`src/sv/gossip_membership_table_macros.svh`:
```
// Assertion macros used by the gossip membership table datapath.
`ifndef GOSSIP_MEMBERSHIP_TABLE_MACROS_SVH
`define GOSSIP_MEMBERSHIP_TABLE_MACROS_SVH

// Same-cycle implication, sampled on clk, off while rst_n is low.
`define GMT_ASSERT_IMPL(label, ante, cons, msg) \
  label: assert property (@(posedge clk) disable iff (!rst_n) (ante) |-> (cons)) \
    else $error(msg);

// Next-cycle implication, sampled on clk, off while rst_n is low.
`define GMT_ASSERT_NEXT(label, ante, cons, msg) \
  label: assert property (@(posedge clk) disable iff (!rst_n) (ante) |=> (cons)) \
    else $error(msg);

`endif

```
`src/sv/gmt_pkg.sv`:
```
// Types and codes shared by the gossip membership table modules.
package gmt_pkg;

  // input actions
  localparam logic [1:0] ACT_JOIN   = 2'd0;
  localparam logic [1:0] ACT_GOSSIP = 2'd1;
  localparam logic [1:0] ACT_TICK   = 2'd2;

  // result kinds
  localparam logic [1:0] KIND_STATUS = 2'd0;
  localparam logic [1:0] KIND_TARGET = 2'd1;
  localparam logic [1:0] KIND_IDLE   = 2'd2;

  // join / gossip status codes
  localparam logic [1:0] ST_UPDATED  = 2'd0;
  localparam logic [1:0] ST_INSERTED = 2'd1;
  localparam logic [1:0] ST_IGNORED  = 2'd2;
  localparam logic [1:0] ST_FULL     = 2'd3;

  // configuration register indexes
  localparam int CFG_ADDR_W = 2;
  localparam int CFG_DATA_W = 32;
  localparam logic [CFG_ADDR_W-1:0] CFG_OWN_ID   = 2'd0;
  localparam logic [CFG_ADDR_W-1:0] CFG_TIMEOUT  = 2'd1;
  localparam logic [CFG_ADDR_W-1:0] CFG_START_IG = 2'd2;

  // reset values of the configuration registers
  localparam logic [31:0] OWN_ID_RST  = 32'd1;
  localparam logic [15:0] TIMEOUT_RST = 16'd5;

  typedef struct packed {
    logic [1:0]  action;
    logic [31:0] member_id;
    logic [15:0] member_port;
    logic [31:0] member_heartbeat;
    logic [31:0] current_time;
  } in_item_t;

  typedef struct packed {
    logic [1:0]  kind;
    logic [1:0]  status;
    logic [31:0] target_id;
    logic [15:0] target_port;
    logic [31:0] target_heartbeat;
    logic        last;
  } out_item_t;

  // one table row
  typedef struct packed {
    logic [31:0] id;
    logic [15:0] port;
    logic [31:0] hb;
    logic [31:0] tm;
  } entry_t;

  // controller to datapath
  typedef struct packed {
    logic load;        // capture the input item
    logic grp_start;   // begin join / gossip lookup
    logic tick_start;  // bump own heartbeat, begin compaction
    logic tick_idle;   // result is a tick with no target
    logic search;      // lookup pass active
    logic compact;     // compaction pass active
    logic emit_rd;     // fetch next row for target emission
    logic emit_out;    // send fetched row as a target
    logic res_out;     // send the single result
  } cmd_t;

  // datapath to controller
  typedef struct packed {
    logic [1:0] action;
    logic       in_group;
    logic       search_done;
    logic       compact_done;
    logic       no_targets;
    logic       is_self;
    logic       out_free;
    logic       last_tgt;
  } stat_t;

endpackage

```
`src/sv/gmt_ctrl.sv`:
```
// Sequencing state machine of the gossip membership table.
module gmt_ctrl (
  input  logic           clk,
  input  logic           rst_n,
  input  logic           in_valid,
  output logic           in_stall,
  input  gmt_pkg::stat_t st,
  output gmt_pkg::cmd_t  cmd
);

  localparam logic [2:0] S_IDLE     = 3'd0;
  localparam logic [2:0] S_DECODE   = 3'd1;
  localparam logic [2:0] S_SEARCH   = 3'd2;
  localparam logic [2:0] S_COMPACT  = 3'd3;
  localparam logic [2:0] S_EMIT_RD  = 3'd4;
  localparam logic [2:0] S_EMIT_CHK = 3'd5;
  localparam logic [2:0] S_RESULT   = 3'd6;

  logic [2:0] state_r, state_nxt;

  assign in_stall = (state_r != S_IDLE);

  // next state and commands
  always_comb begin
    state_nxt = state_r;
    cmd       = '0;
    unique case (state_r)
      S_IDLE: begin
        if (in_valid) begin
          cmd.load  = 1'b1;
          state_nxt = S_DECODE;
        end
      end
      S_DECODE: begin
        unique case (st.action) inside
          gmt_pkg::ACT_JOIN, gmt_pkg::ACT_GOSSIP: begin
            cmd.grp_start = 1'b1;
            state_nxt     = S_SEARCH;
          end
          gmt_pkg::ACT_TICK: begin
            if (st.in_group) begin
              cmd.tick_start = 1'b1;
              state_nxt      = S_COMPACT;
            end else begin
              cmd.tick_idle = 1'b1;
              state_nxt     = S_RESULT;
            end
          end
          default: state_nxt = S_IDLE;
        endcase
      end
      S_SEARCH: begin
        cmd.search = 1'b1;
        if (st.search_done) state_nxt = S_RESULT;
      end
      S_COMPACT: begin
        cmd.compact = 1'b1;
        if (st.compact_done) begin
          if (st.no_targets) begin
            cmd.tick_idle = 1'b1;
            state_nxt     = S_RESULT;
          end else begin
            state_nxt = S_EMIT_RD;
          end
        end
      end
      S_EMIT_RD: begin
        cmd.emit_rd = 1'b1;
        state_nxt   = S_EMIT_CHK;
      end
      S_EMIT_CHK: begin
        if (st.is_self) begin
          state_nxt = S_EMIT_RD;
        end else if (st.out_free) begin
          cmd.emit_out = 1'b1;
          state_nxt    = st.last_tgt ? S_IDLE : S_EMIT_RD;
        end
      end
      S_RESULT: begin
        if (st.out_free) begin
          cmd.res_out = 1'b1;
          state_nxt   = S_IDLE;
        end
      end
      default: state_nxt = S_IDLE;
    endcase
  end

  always_ff @(posedge clk) begin
    if (!rst_n) begin
      state_r <= S_IDLE;
    end else begin
      state_r <= state_nxt;
    end
  end

endmodule

```
`src/sv/gmt_dp.sv`:
```
// Table memory, counters, configuration and output register of the membership table.
`include "gossip_membership_table_macros.svh"

module gmt_dp #(
  parameter int TABLE_DEPTH = 16
) (
  input  logic                             clk,
  input  logic                             rst_n,
  input  gmt_pkg::in_item_t                in_item,
  input  logic                             cfg_we,
  input  logic [gmt_pkg::CFG_ADDR_W-1:0]   cfg_addr,
  input  logic [gmt_pkg::CFG_DATA_W-1:0]   cfg_wdata,
  input  gmt_pkg::cmd_t                    cmd,
  output gmt_pkg::stat_t                   st,
  output logic                             out_valid,
  output gmt_pkg::out_item_t               out_item,
  input  logic                             out_stall
);

  localparam int IDX_W = $clog2(TABLE_DEPTH);
  localparam int CNT_W = $clog2(TABLE_DEPTH + 1);
  localparam logic [CNT_W-1:0] DEPTH_C = CNT_W'(TABLE_DEPTH);
  localparam logic [CNT_W-1:0] ONE_C   = CNT_W'(1);

  gmt_pkg::entry_t mem [TABLE_DEPTH];

  gmt_pkg::in_item_t  item_r;
  logic [31:0]        own_id_r, own_id_nxt;
  logic [15:0]        timeout_r, timeout_nxt;
  logic               in_group_r, in_group_nxt;
  logic [31:0]        own_hb_r, own_hb_nxt;
  logic [CNT_W-1:0]   count_r, count_nxt;
  logic [CNT_W-1:0]   rd_idx_r, rd_idx_nxt;
  logic [CNT_W-1:0]   cur_idx_r;
  logic [CNT_W-1:0]   kept_r, kept_nxt;
  logic [CNT_W-1:0]   tgt_r, tgt_nxt;
  logic               rd_vld_r;
  gmt_pkg::entry_t    rd_data_r;
  logic [1:0]         res_kind_r, res_kind_nxt;
  logic [1:0]         res_stat_r, res_stat_nxt;
  logic               out_valid_r, out_valid_nxt;
  gmt_pkg::out_item_t out_r, out_nxt;

  logic               rd_avail, hit, search_done, compact_done, is_self, keep, out_free;
  logic               commit, rd_en, mem_we;
  logic [IDX_W-1:0]   rd_addr, mem_waddr;
  gmt_pkg::entry_t    mem_wdata;
  logic [32:0]        lag;
  logic [1:0]         commit_stat;
  logic               append;

  // pass bookkeeping
  assign rd_avail     = (rd_idx_r != count_r);
  assign hit          = rd_vld_r && (rd_data_r.id == item_r.member_id);
  assign search_done  = hit || (!rd_vld_r && !rd_avail);
  assign compact_done = !rd_vld_r && !rd_avail;
  assign is_self      = (rd_data_r.id == own_id_r);
  assign out_free     = !out_valid_r || !out_stall;
  assign commit       = cmd.search && search_done;
  assign rd_en        = (cmd.search && rd_avail && !hit) || (cmd.compact && rd_avail) ||
                        cmd.emit_rd;
  assign rd_addr      = rd_idx_r[IDX_W-1:0];

  // staleness: exact signed lag against twice the timeout
  assign lag  = {1'b0, own_hb_r} - {1'b0, rd_data_r.hb};
  assign keep = lag[32] || (lag[31:0] < {15'd0, timeout_r, 1'b0});

  // table write: update on hit, append on a miss unless full or a zero-id gossip, move during compaction
  always_comb begin
    mem_we      = 1'b0;
    mem_waddr   = cur_idx_r[IDX_W-1:0];
    mem_wdata   = rd_data_r;
    commit_stat = gmt_pkg::ST_UPDATED;
    append      = 1'b0;
    if (commit) begin
      if (hit) begin
        if (item_r.action == gmt_pkg::ACT_JOIN) begin
          mem_we         = 1'b1;
          mem_wdata.port = item_r.member_port;
          mem_wdata.tm   = item_r.current_time;
          if (item_r.member_heartbeat > rd_data_r.hb) mem_wdata.hb = item_r.member_heartbeat;
        end else if (item_r.member_heartbeat >= rd_data_r.hb) begin
          mem_we       = 1'b1;
          mem_wdata.hb = item_r.member_heartbeat;
          mem_wdata.tm = item_r.current_time;
        end
      end else if (item_r.action == gmt_pkg::ACT_GOSSIP && item_r.member_id == 32'd0) begin
        commit_stat = gmt_pkg::ST_IGNORED;
      end else if (count_r != DEPTH_C) begin
        append      = 1'b1;
        mem_we      = 1'b1;
        mem_waddr   = count_r[IDX_W-1:0];
        mem_wdata   = '{id: item_r.member_id, port: item_r.member_port,
                        hb: item_r.member_heartbeat, tm: item_r.current_time};
        commit_stat = gmt_pkg::ST_INSERTED;
      end else begin
        commit_stat = gmt_pkg::ST_FULL;
      end
    end else if (cmd.compact && rd_vld_r && keep) begin
      mem_we    = 1'b1;
      mem_waddr = kept_r[IDX_W-1:0];
    end
  end

  always_ff @(posedge clk) begin
    if (mem_we) mem[mem_waddr] <= mem_wdata;
  end

  always_ff @(posedge clk) begin
    if (rd_en) rd_data_r <= mem[rd_addr];
  end

  // counters, configuration and group state
  always_comb begin
    own_id_nxt   = own_id_r;
    timeout_nxt  = timeout_r;
    in_group_nxt = in_group_r;
    own_hb_nxt   = own_hb_r;
    count_nxt    = count_r;
    rd_idx_nxt   = rd_idx_r;
    kept_nxt     = kept_r;
    tgt_nxt      = tgt_r;
    res_kind_nxt = res_kind_r;
    res_stat_nxt = res_stat_r;
    if (cfg_we) begin
      unique case (cfg_addr)
        gmt_pkg::CFG_OWN_ID:   own_id_nxt   = cfg_wdata;
        gmt_pkg::CFG_TIMEOUT:  timeout_nxt  = cfg_wdata[15:0];
        gmt_pkg::CFG_START_IG: in_group_nxt = cfg_wdata[0];
        default: ;
      endcase
    end
    if (cmd.grp_start) begin
      in_group_nxt = 1'b1;
      rd_idx_nxt   = '0;
    end
    if (cmd.tick_start) begin
      own_hb_nxt = own_hb_r + 32'd1;
      rd_idx_nxt = '0;
      kept_nxt   = '0;
      tgt_nxt    = '0;
    end
    if (rd_en) rd_idx_nxt = rd_idx_r + ONE_C;
    if (commit) begin
      res_kind_nxt = gmt_pkg::KIND_STATUS;
      res_stat_nxt = commit_stat;
      if (append) count_nxt = count_r + ONE_C;
    end
    if (cmd.compact && rd_vld_r && keep) begin
      kept_nxt = kept_r + ONE_C;
      if (!is_self) tgt_nxt = tgt_r + ONE_C;
    end
    if (cmd.compact && compact_done) begin
      count_nxt  = kept_r;
      rd_idx_nxt = '0;
    end
    if (cmd.tick_idle) begin
      res_kind_nxt = gmt_pkg::KIND_IDLE;
      res_stat_nxt = gmt_pkg::ST_UPDATED;
    end
    if (cmd.emit_out) tgt_nxt = tgt_r - ONE_C;
  end

  // output register
  always_comb begin
    out_valid_nxt = out_valid_r && out_stall;
    out_nxt       = out_r;
    if (cmd.emit_out) begin
      out_valid_nxt = 1'b1;
      out_nxt       = '{kind: gmt_pkg::KIND_TARGET, status: gmt_pkg::ST_UPDATED,
                        target_id: rd_data_r.id, target_port: rd_data_r.port,
                        target_heartbeat: rd_data_r.hb, last: (tgt_r == ONE_C)};
    end else if (cmd.res_out) begin
      out_valid_nxt = 1'b1;
      out_nxt       = '{kind: res_kind_r, status: res_stat_r, target_id: 32'd0,
                        target_port: 16'd0, target_heartbeat: 32'd0, last: 1'b1};
    end
  end

  always_ff @(posedge clk) begin
    if (!rst_n) begin
      own_id_r    <= gmt_pkg::OWN_ID_RST;
      timeout_r   <= gmt_pkg::TIMEOUT_RST;
      in_group_r  <= 1'b0;
      own_hb_r    <= '0;
      count_r     <= '0;
      rd_idx_r    <= '0;
      kept_r      <= '0;
      tgt_r       <= '0;
      rd_vld_r    <= 1'b0;
      res_kind_r  <= gmt_pkg::KIND_STATUS;
      res_stat_r  <= gmt_pkg::ST_UPDATED;
      out_valid_r <= 1'b0;
    end else begin
      own_id_r    <= own_id_nxt;
      timeout_r   <= timeout_nxt;
      in_group_r  <= in_group_nxt;
      own_hb_r    <= own_hb_nxt;
      count_r     <= count_nxt;
      rd_idx_r    <= rd_idx_nxt;
      kept_r      <= kept_nxt;
      tgt_r       <= tgt_nxt;
      rd_vld_r    <= rd_en;
      res_kind_r  <= res_kind_nxt;
      res_stat_r  <= res_stat_nxt;
      out_valid_r <= out_valid_nxt;
    end
  end

  // payload registers
  always_ff @(posedge clk) begin
    if (cmd.load) item_r <= in_item;
    if (rd_en) cur_idx_r <= rd_idx_r;
    out_r <= out_nxt;
  end

  assign st = '{action: item_r.action, in_group: in_group_r, search_done: search_done,
                compact_done: compact_done, no_targets: (tgt_r == '0), is_self: is_self,
                out_free: out_free, last_tgt: (tgt_r == ONE_C)};

  assign out_valid = out_valid_r;
  assign out_item  = out_r;

  `GMT_ASSERT_IMPL(a_count_bound, 1'b1, count_r <= DEPTH_C, "entry count above table depth")
  `GMT_ASSERT_IMPL(a_no_rw_clash, mem_we && rd_en, mem_waddr != rd_addr, "table rw same row")
  `GMT_ASSERT_IMPL(a_kept_behind, cmd.compact, kept_r <= rd_idx_r, "compaction write ahead")
  `GMT_ASSERT_IMPL(a_emit_pending, cmd.emit_out, tgt_r != '0, "target sent with none left")
  `GMT_ASSERT_NEXT(a_out_loaded, cmd.res_out || cmd.emit_out, out_valid_r, "result not held")

endmodule

```
`src/sv/gossip_membership_table.sv`:
```
// Top level of the gossip heartbeat membership table.
//
// Input channel (in_valid / in_stall / in_item): one transfer per item; action is a
// join request, a gossiped list entry or a periodic tick. Only one item is in work at
// a time; in_stall is high from the transfer until its last result has been queued.
// Result channel (out_valid / out_stall / out_item): a single output register; the
// final result of an item carries last. A join or gossip gives one status result
// after a lookup that reads the table one row per cycle and stops early on a
// match. A tick in group first compacts the table, then fetches each remaining
// row in turn and sends one target per row that is not this node; a tick out of
// group or with no target gives one result.
// While the receiver stalls, the pending result holds and the block waits.
// Configuration (cfg_we / cfg_addr / cfg_wdata) is written while idle; writing the
// start flag also loads the in-group state. Synchronous reset empties the table,
// clears own heartbeat and in-group state and restores register defaults.
module gossip_membership_table #(
  parameter int TABLE_DEPTH = 16
) (
  input  logic                           clk,
  input  logic                           rst_n,
  input  logic                           in_valid,
  output logic                           in_stall,
  input  gmt_pkg::in_item_t              in_item,
  output logic                           out_valid,
  input  logic                           out_stall,
  output gmt_pkg::out_item_t             out_item,
  input  logic                           cfg_we,
  input  logic [gmt_pkg::CFG_ADDR_W-1:0] cfg_addr,
  input  logic [gmt_pkg::CFG_DATA_W-1:0] cfg_wdata
);

  gmt_pkg::cmd_t  cmd;
  gmt_pkg::stat_t st;

  gmt_ctrl u_ctrl (
    .clk      (clk),
    .rst_n    (rst_n),
    .in_valid (in_valid),
    .in_stall (in_stall),
    .st       (st),
    .cmd      (cmd)
  );

  gmt_dp #(
    .TABLE_DEPTH (TABLE_DEPTH)
  ) u_dp (
    .clk       (clk),
    .rst_n     (rst_n),
    .in_item   (in_item),
    .cfg_we    (cfg_we),
    .cfg_addr  (cfg_addr),
    .cfg_wdata (cfg_wdata),
    .cmd       (cmd),
    .st        (st),
    .out_valid (out_valid),
    .out_item  (out_item),
    .out_stall (out_stall)
  );

endmodule

```
`config.mk`:
```
export PLATFORM = sky130hd
export DESIGN_NAME = gossip_membership_table
export DESIGN_NICKNAME = d
export VERILOG_FILES = /design/src/sv/gmt_pkg.sv /design/src/sv/gmt_ctrl.sv /design/src/sv/gmt_dp.sv /design/src/sv/gossip_membership_table.sv
export VERILOG_INCLUDE_DIRS = /design/src /design/src/sv
export SDC_FILE = /design/constraint.sdc
export NUM_CORES = 2
export LEC_CHECK = 0
export ABC_CLOCK_PERIOD_IN_PS = 11370
export BUFFER_PORTS_ARGS = -buffer_cell sky130_fd_sc_hd__buf_2
export CAP_MARGIN = 20
export CELL_PAD_IN_SITES_DETAIL_PLACEMENT = 0
export CELL_PAD_IN_SITES_GLOBAL_PLACEMENT = 1
export CORE_MARGIN = 2
export CORE_UTILIZATION = 30
export DETAILED_ROUTE_END_ITERATION = 7
export PLACE_DENSITY_LB_ADDON = 0.08
export RECOVER_POWER = 50
export REMOVE_ABC_BUFFERS = 1
export SLEW_MARGIN = 20
export SYNTH_ARGS = -nofsm -noshare
export SYNTH_HDL_FRONTEND = slang
export SYNTH_HIERARCHICAL = 1
export SYNTH_SLANG_ARGS = --single-unit
```
`constraint.sdc`:
```
create_clock -name clk -period 11.37 [get_ports clk]
set_input_delay 0.5685 -clock clk [delete_from_list [all_inputs] [get_ports clk]]
set_output_delay 0.5685 -clock clk [all_outputs]
set_load 0.05 [all_outputs]
```
==> qor.yml <==
drt:
  postRouteAntennaNets: 0
  finalWirelength_mm: 205.5
  firstDrtPassIters: 5
  drt-initial-drc-count: 2608
  wire_per_inst_um: 28.96
  route.detailed.drc: 0
  num_vias: 34790
  avgViaCountPerCell: 4.904
global_routing:
  grt_overflow_total: 0
  grt_usage_pct: 18.24
  grt_pass1_wl_mm: 287.7
  antenna_found_initial: 20
  grt_pass1_vias: 36160
  grt_max_degree: 122
synth:
  synth_edf_count: 1527
  yosysSeqAreaShare_pct: 72.27
  synthAdderAreaFrac_pct: 1.665
  synth_top_family_by_area: "multiplexers"
  ys.flop_type: "edfxtp_1"
  yosysWarnings: 6
  syn_avg_cell_area_sq_um: 18.92
  async_flop_share_pct: 0
  synthCells: 3519
  synth_area_sq_um: 66580
  synth-compound-area-share_pct: 3.492
  yosysTopAreaCellShare_pct: 68.87
  yosysMostFrequentCell: "edfxtp_1"
  synthMuxAreaShare_pct: 14.61
  synthDistinctLibCells: 98
  synth_xor_area_share_pct: 1.539
  synth_commonest_cells: "edfxtp_1, mux4_2, nand2_1"
  synthTopCellsByArea: "edfxtp_1, mux4_2, dfxtp_1"
  synth-seq-cells: 1640
  synthSimpleGateAreaFrac_pct: 4.944
  yosysTopAreaCell: "edfxtp_1"
cts:
  ctsResizeCount: 0
  clk_pin_slew_ps: 60
  numCtsBuffers: 188
  clkLatencyLatePin_ps: 850
  clkSinkCount: 1640
  holdBufCountCts: 110
  max-clock-path-buffers: 3
  cts_tree: "yes"
  cts_htree_levels: 4
  cts_setup_buffers: 0
  clockRootBuffer: "clkbuf_16"
power:
  switching_share_pct: 28.69
  comb_power_share_pct: 18.8
  power_mw: 17.05
  peakVddDrop_uv: 149.0
  power_density_nw_per_um2: 217.4
  p_int_mw: 12.16
  p_leak_nw: 24.57
  seq_power_share_pct: 46.6
  p_sw_mw: 4.892
  clkPwrFrac_pct: 34.6
setup_path:
  critPathBufInv: 1
  critPathArrivalTime_ps: 8910
  cp-start-kind: "flop"
  crit_type: "flop to flop"
  slowest_stage: "dlymetal6s2s_1"
  path_common_cell: "mux4_2"
  worst-path-max-fanout: 87
  cp_cell_sequence: "dlymetal6s2s_1 -> mux4_2 -> mux4_2"
  cp_slowest_stage_delay_ps: 4780
  cp.required_ps: 11930
  path_delay_family: "buffers and inverters"
  cp-end-kind: "flop"
sta:
  fmax_mhz: 119.7
  tns_ps: 0
  min_period_ps: 8352
  fin_skew_ps: 45.96
  fin_crit_sh_pct: 73.46
  setup_violations: 0
  maxSlewHeadroom_pct: -340.9
  drv_slew: 950
  tightest_slew_ps: 6613
  hold_viol: 0
  rsz0062_at_grt: "no"
floorplanning:
  design.core.area_sq_um: 220200
  start_util_pct: 30.24
  fp.dieH_um: 475.1
  die_area_sq_um: 225700
  dieWidth_um: 475.1
  num_rows: 172
  pin_count: 240
final_layout:
  area_growth_pct: 17.84
  n_fill_cell: 20780
  ff_latch_area_sq_um: 48120
  drive_above_1_share_pct: 22.24
  multiInputGateArea_sq_um: 17600
  nets: 4218
placed_design:
  portBuffers: 207
  dp_hpwl_mm: 122.5
  place_congestion: 0.7320
hold_path:
  hp-class: "input port to flop"
flow_run:
  maxCapViolCount: 22
run_status:
  failed_checks: "max-capacitance violations, max-slew violations"
  outcome: "finished, violations left"
[final timing paths]
path                                                     start                             end  slack, ps  depth (start not counted)
worst max-delay path             u_dp/rd_idx_r[0]$_SDFFE_PP0P_    u_dp/rd_data_r[72]$_DFFE_PP_       3020                          3
worst min-delay path                             cfg_wdata[27]  u_dp/own_id_r[27]$_SDFFE_PN0P_        100                          3
worst max register to register   u_dp/rd_idx_r[0]$_SDFFE_PP0P_    u_dp/rd_data_r[72]$_DFFE_PP_       3020                          3
worst min register to register  u_dp/out_item[83]$_SDFFE_PP1P_  u_dp/out_item[83]$_SDFFE_PP1P_        460                          1
[flip-flops by register name, indices dropped and copies added, names as in the netlist]
| name | count |
|---|---|
| u_dp/out_valid | 1 |
| u_dp/count_r | 5 |
| u_dp/mem | 1280 |
| u_dp/item_r | 80 |
| u_dp/res_stat_r | 2 |
| u_dp/kept_r | 5 |
| u_dp/rd_idx_r | 5 |
| u_dp/out_item | 85 |
| u_dp/tgt_r | 5 |
| u_dp/rd_vld_r | 1 |
| u_dp/res_kind_r | 1 |
| u_dp/in_group_r | 1 |
| u_dp/own_hb_r | 32 |
| u_dp/rd_data_r | 80 |
| u_dp/timeout_r | 16 |
| u_dp/cur_idx_r | 4 |
| u_dp/own_id_r | 32 |
| u_dp/st | 2 |
| u_ctrl/state_r | 3 |
[final cells by class]
class / instances / area share [%]
Multi-Input combinational cell: 1637 / 22.43
Clock buffer: 239 / 6.371
Clock inverter: 106 / 1.207
Tap cell: 2958 / 4.717
Timing Repair Buffer: 437 / 3.572
Antenna cell: 5 / 0.01595
Sequential cell: 1640 / 61.34
Inverter: 73 / 0.3524
[stage by stage]
| step | worst slack, ps | hold slack [ps] | instances | utilization [%] | cell area [sq um] |
|---|---|---|---|---|---|
| final | 3018 | 99.41 | 7095 | 35.64 | 78460 |
| after global routing | 1744 | 82.39 | 7091 | 35.63 | 78450 |
| after floorplan | -9868 | 433.4 | 3350 | - | 65870 |
| after detailed placement | 3589 | 444.5 | 6635 | 32.57 | 71700 |
| after CTS | 3561 | 4.887 | 7090 | 35.77 | 78750 |
| after global placement | 3488 | 437.9 | 6635 | 32.57 | 71690 |
[cell families after synthesis]
family          after synthesis
fa+ha+maj                    88
simple gates                634
mux                         465
xor+xnor                    117
flops                      1640
buf+inv                     242
compound gates              333
[worst min-delay path, stage by stage]
cell and delay, ps:
buf_2 150, nand2_1 70, a21boi_0 70
[layer usage]
metal | share of wire (%) | GRT usage [%]
met4 | 2.5 | 5.262
met1 | 45 | 24.86
met3 | 4.1 | 2.963
met5 | 0.015 | 0
met2 | 49 | 30.02
[placed cells by master, fill, tap and decap left out, types with 10 or more instances in the layout]
master	instances
nor2b_1	15
clkbuf_16	190
inv_1	69
clkbuf_1	179
xor2_1	75
mux2_1	49
clkinv_1	39
o21a_1	17
dlygate4sd3_1	110
nor4_1	33
bufinv_16	13
and2_1	47
buf_2	102
mux4_2	400
and3_1	15
or3_1	11
nand3_1	35
a21oi_1	60
nand4_1	27
edfxtp_1	1527
clkinv_2	36
and2_0	71
a21boi_0	56
xnor2_1	42
mux2i_1	11
nand2_1	219
nor3_2	10
nand2b_1	12
nor2_1	53
ha_1	87
o211ai_1	14
nor3_1	31
o21ai_1	12
o21ai_0	64
dfxtp_1	111
buf_4	85
a21o_1	15
[power groups by stage]
stage / Sequential, mW / Combinational (mW) / Clock [mW]
floorplan: 8.23 / 2.18 / 0
global placement: 8.05 / 3.26 / 0
detailed placement: 8.05 / 3.26 / 0
CTS: 7.93 / 3.30 / 6.10
global route: 7.99 / 3.52 / 6.34
finish: 7.95 / 3.20 / 5.91
Power figures use the tool's default switching activity.
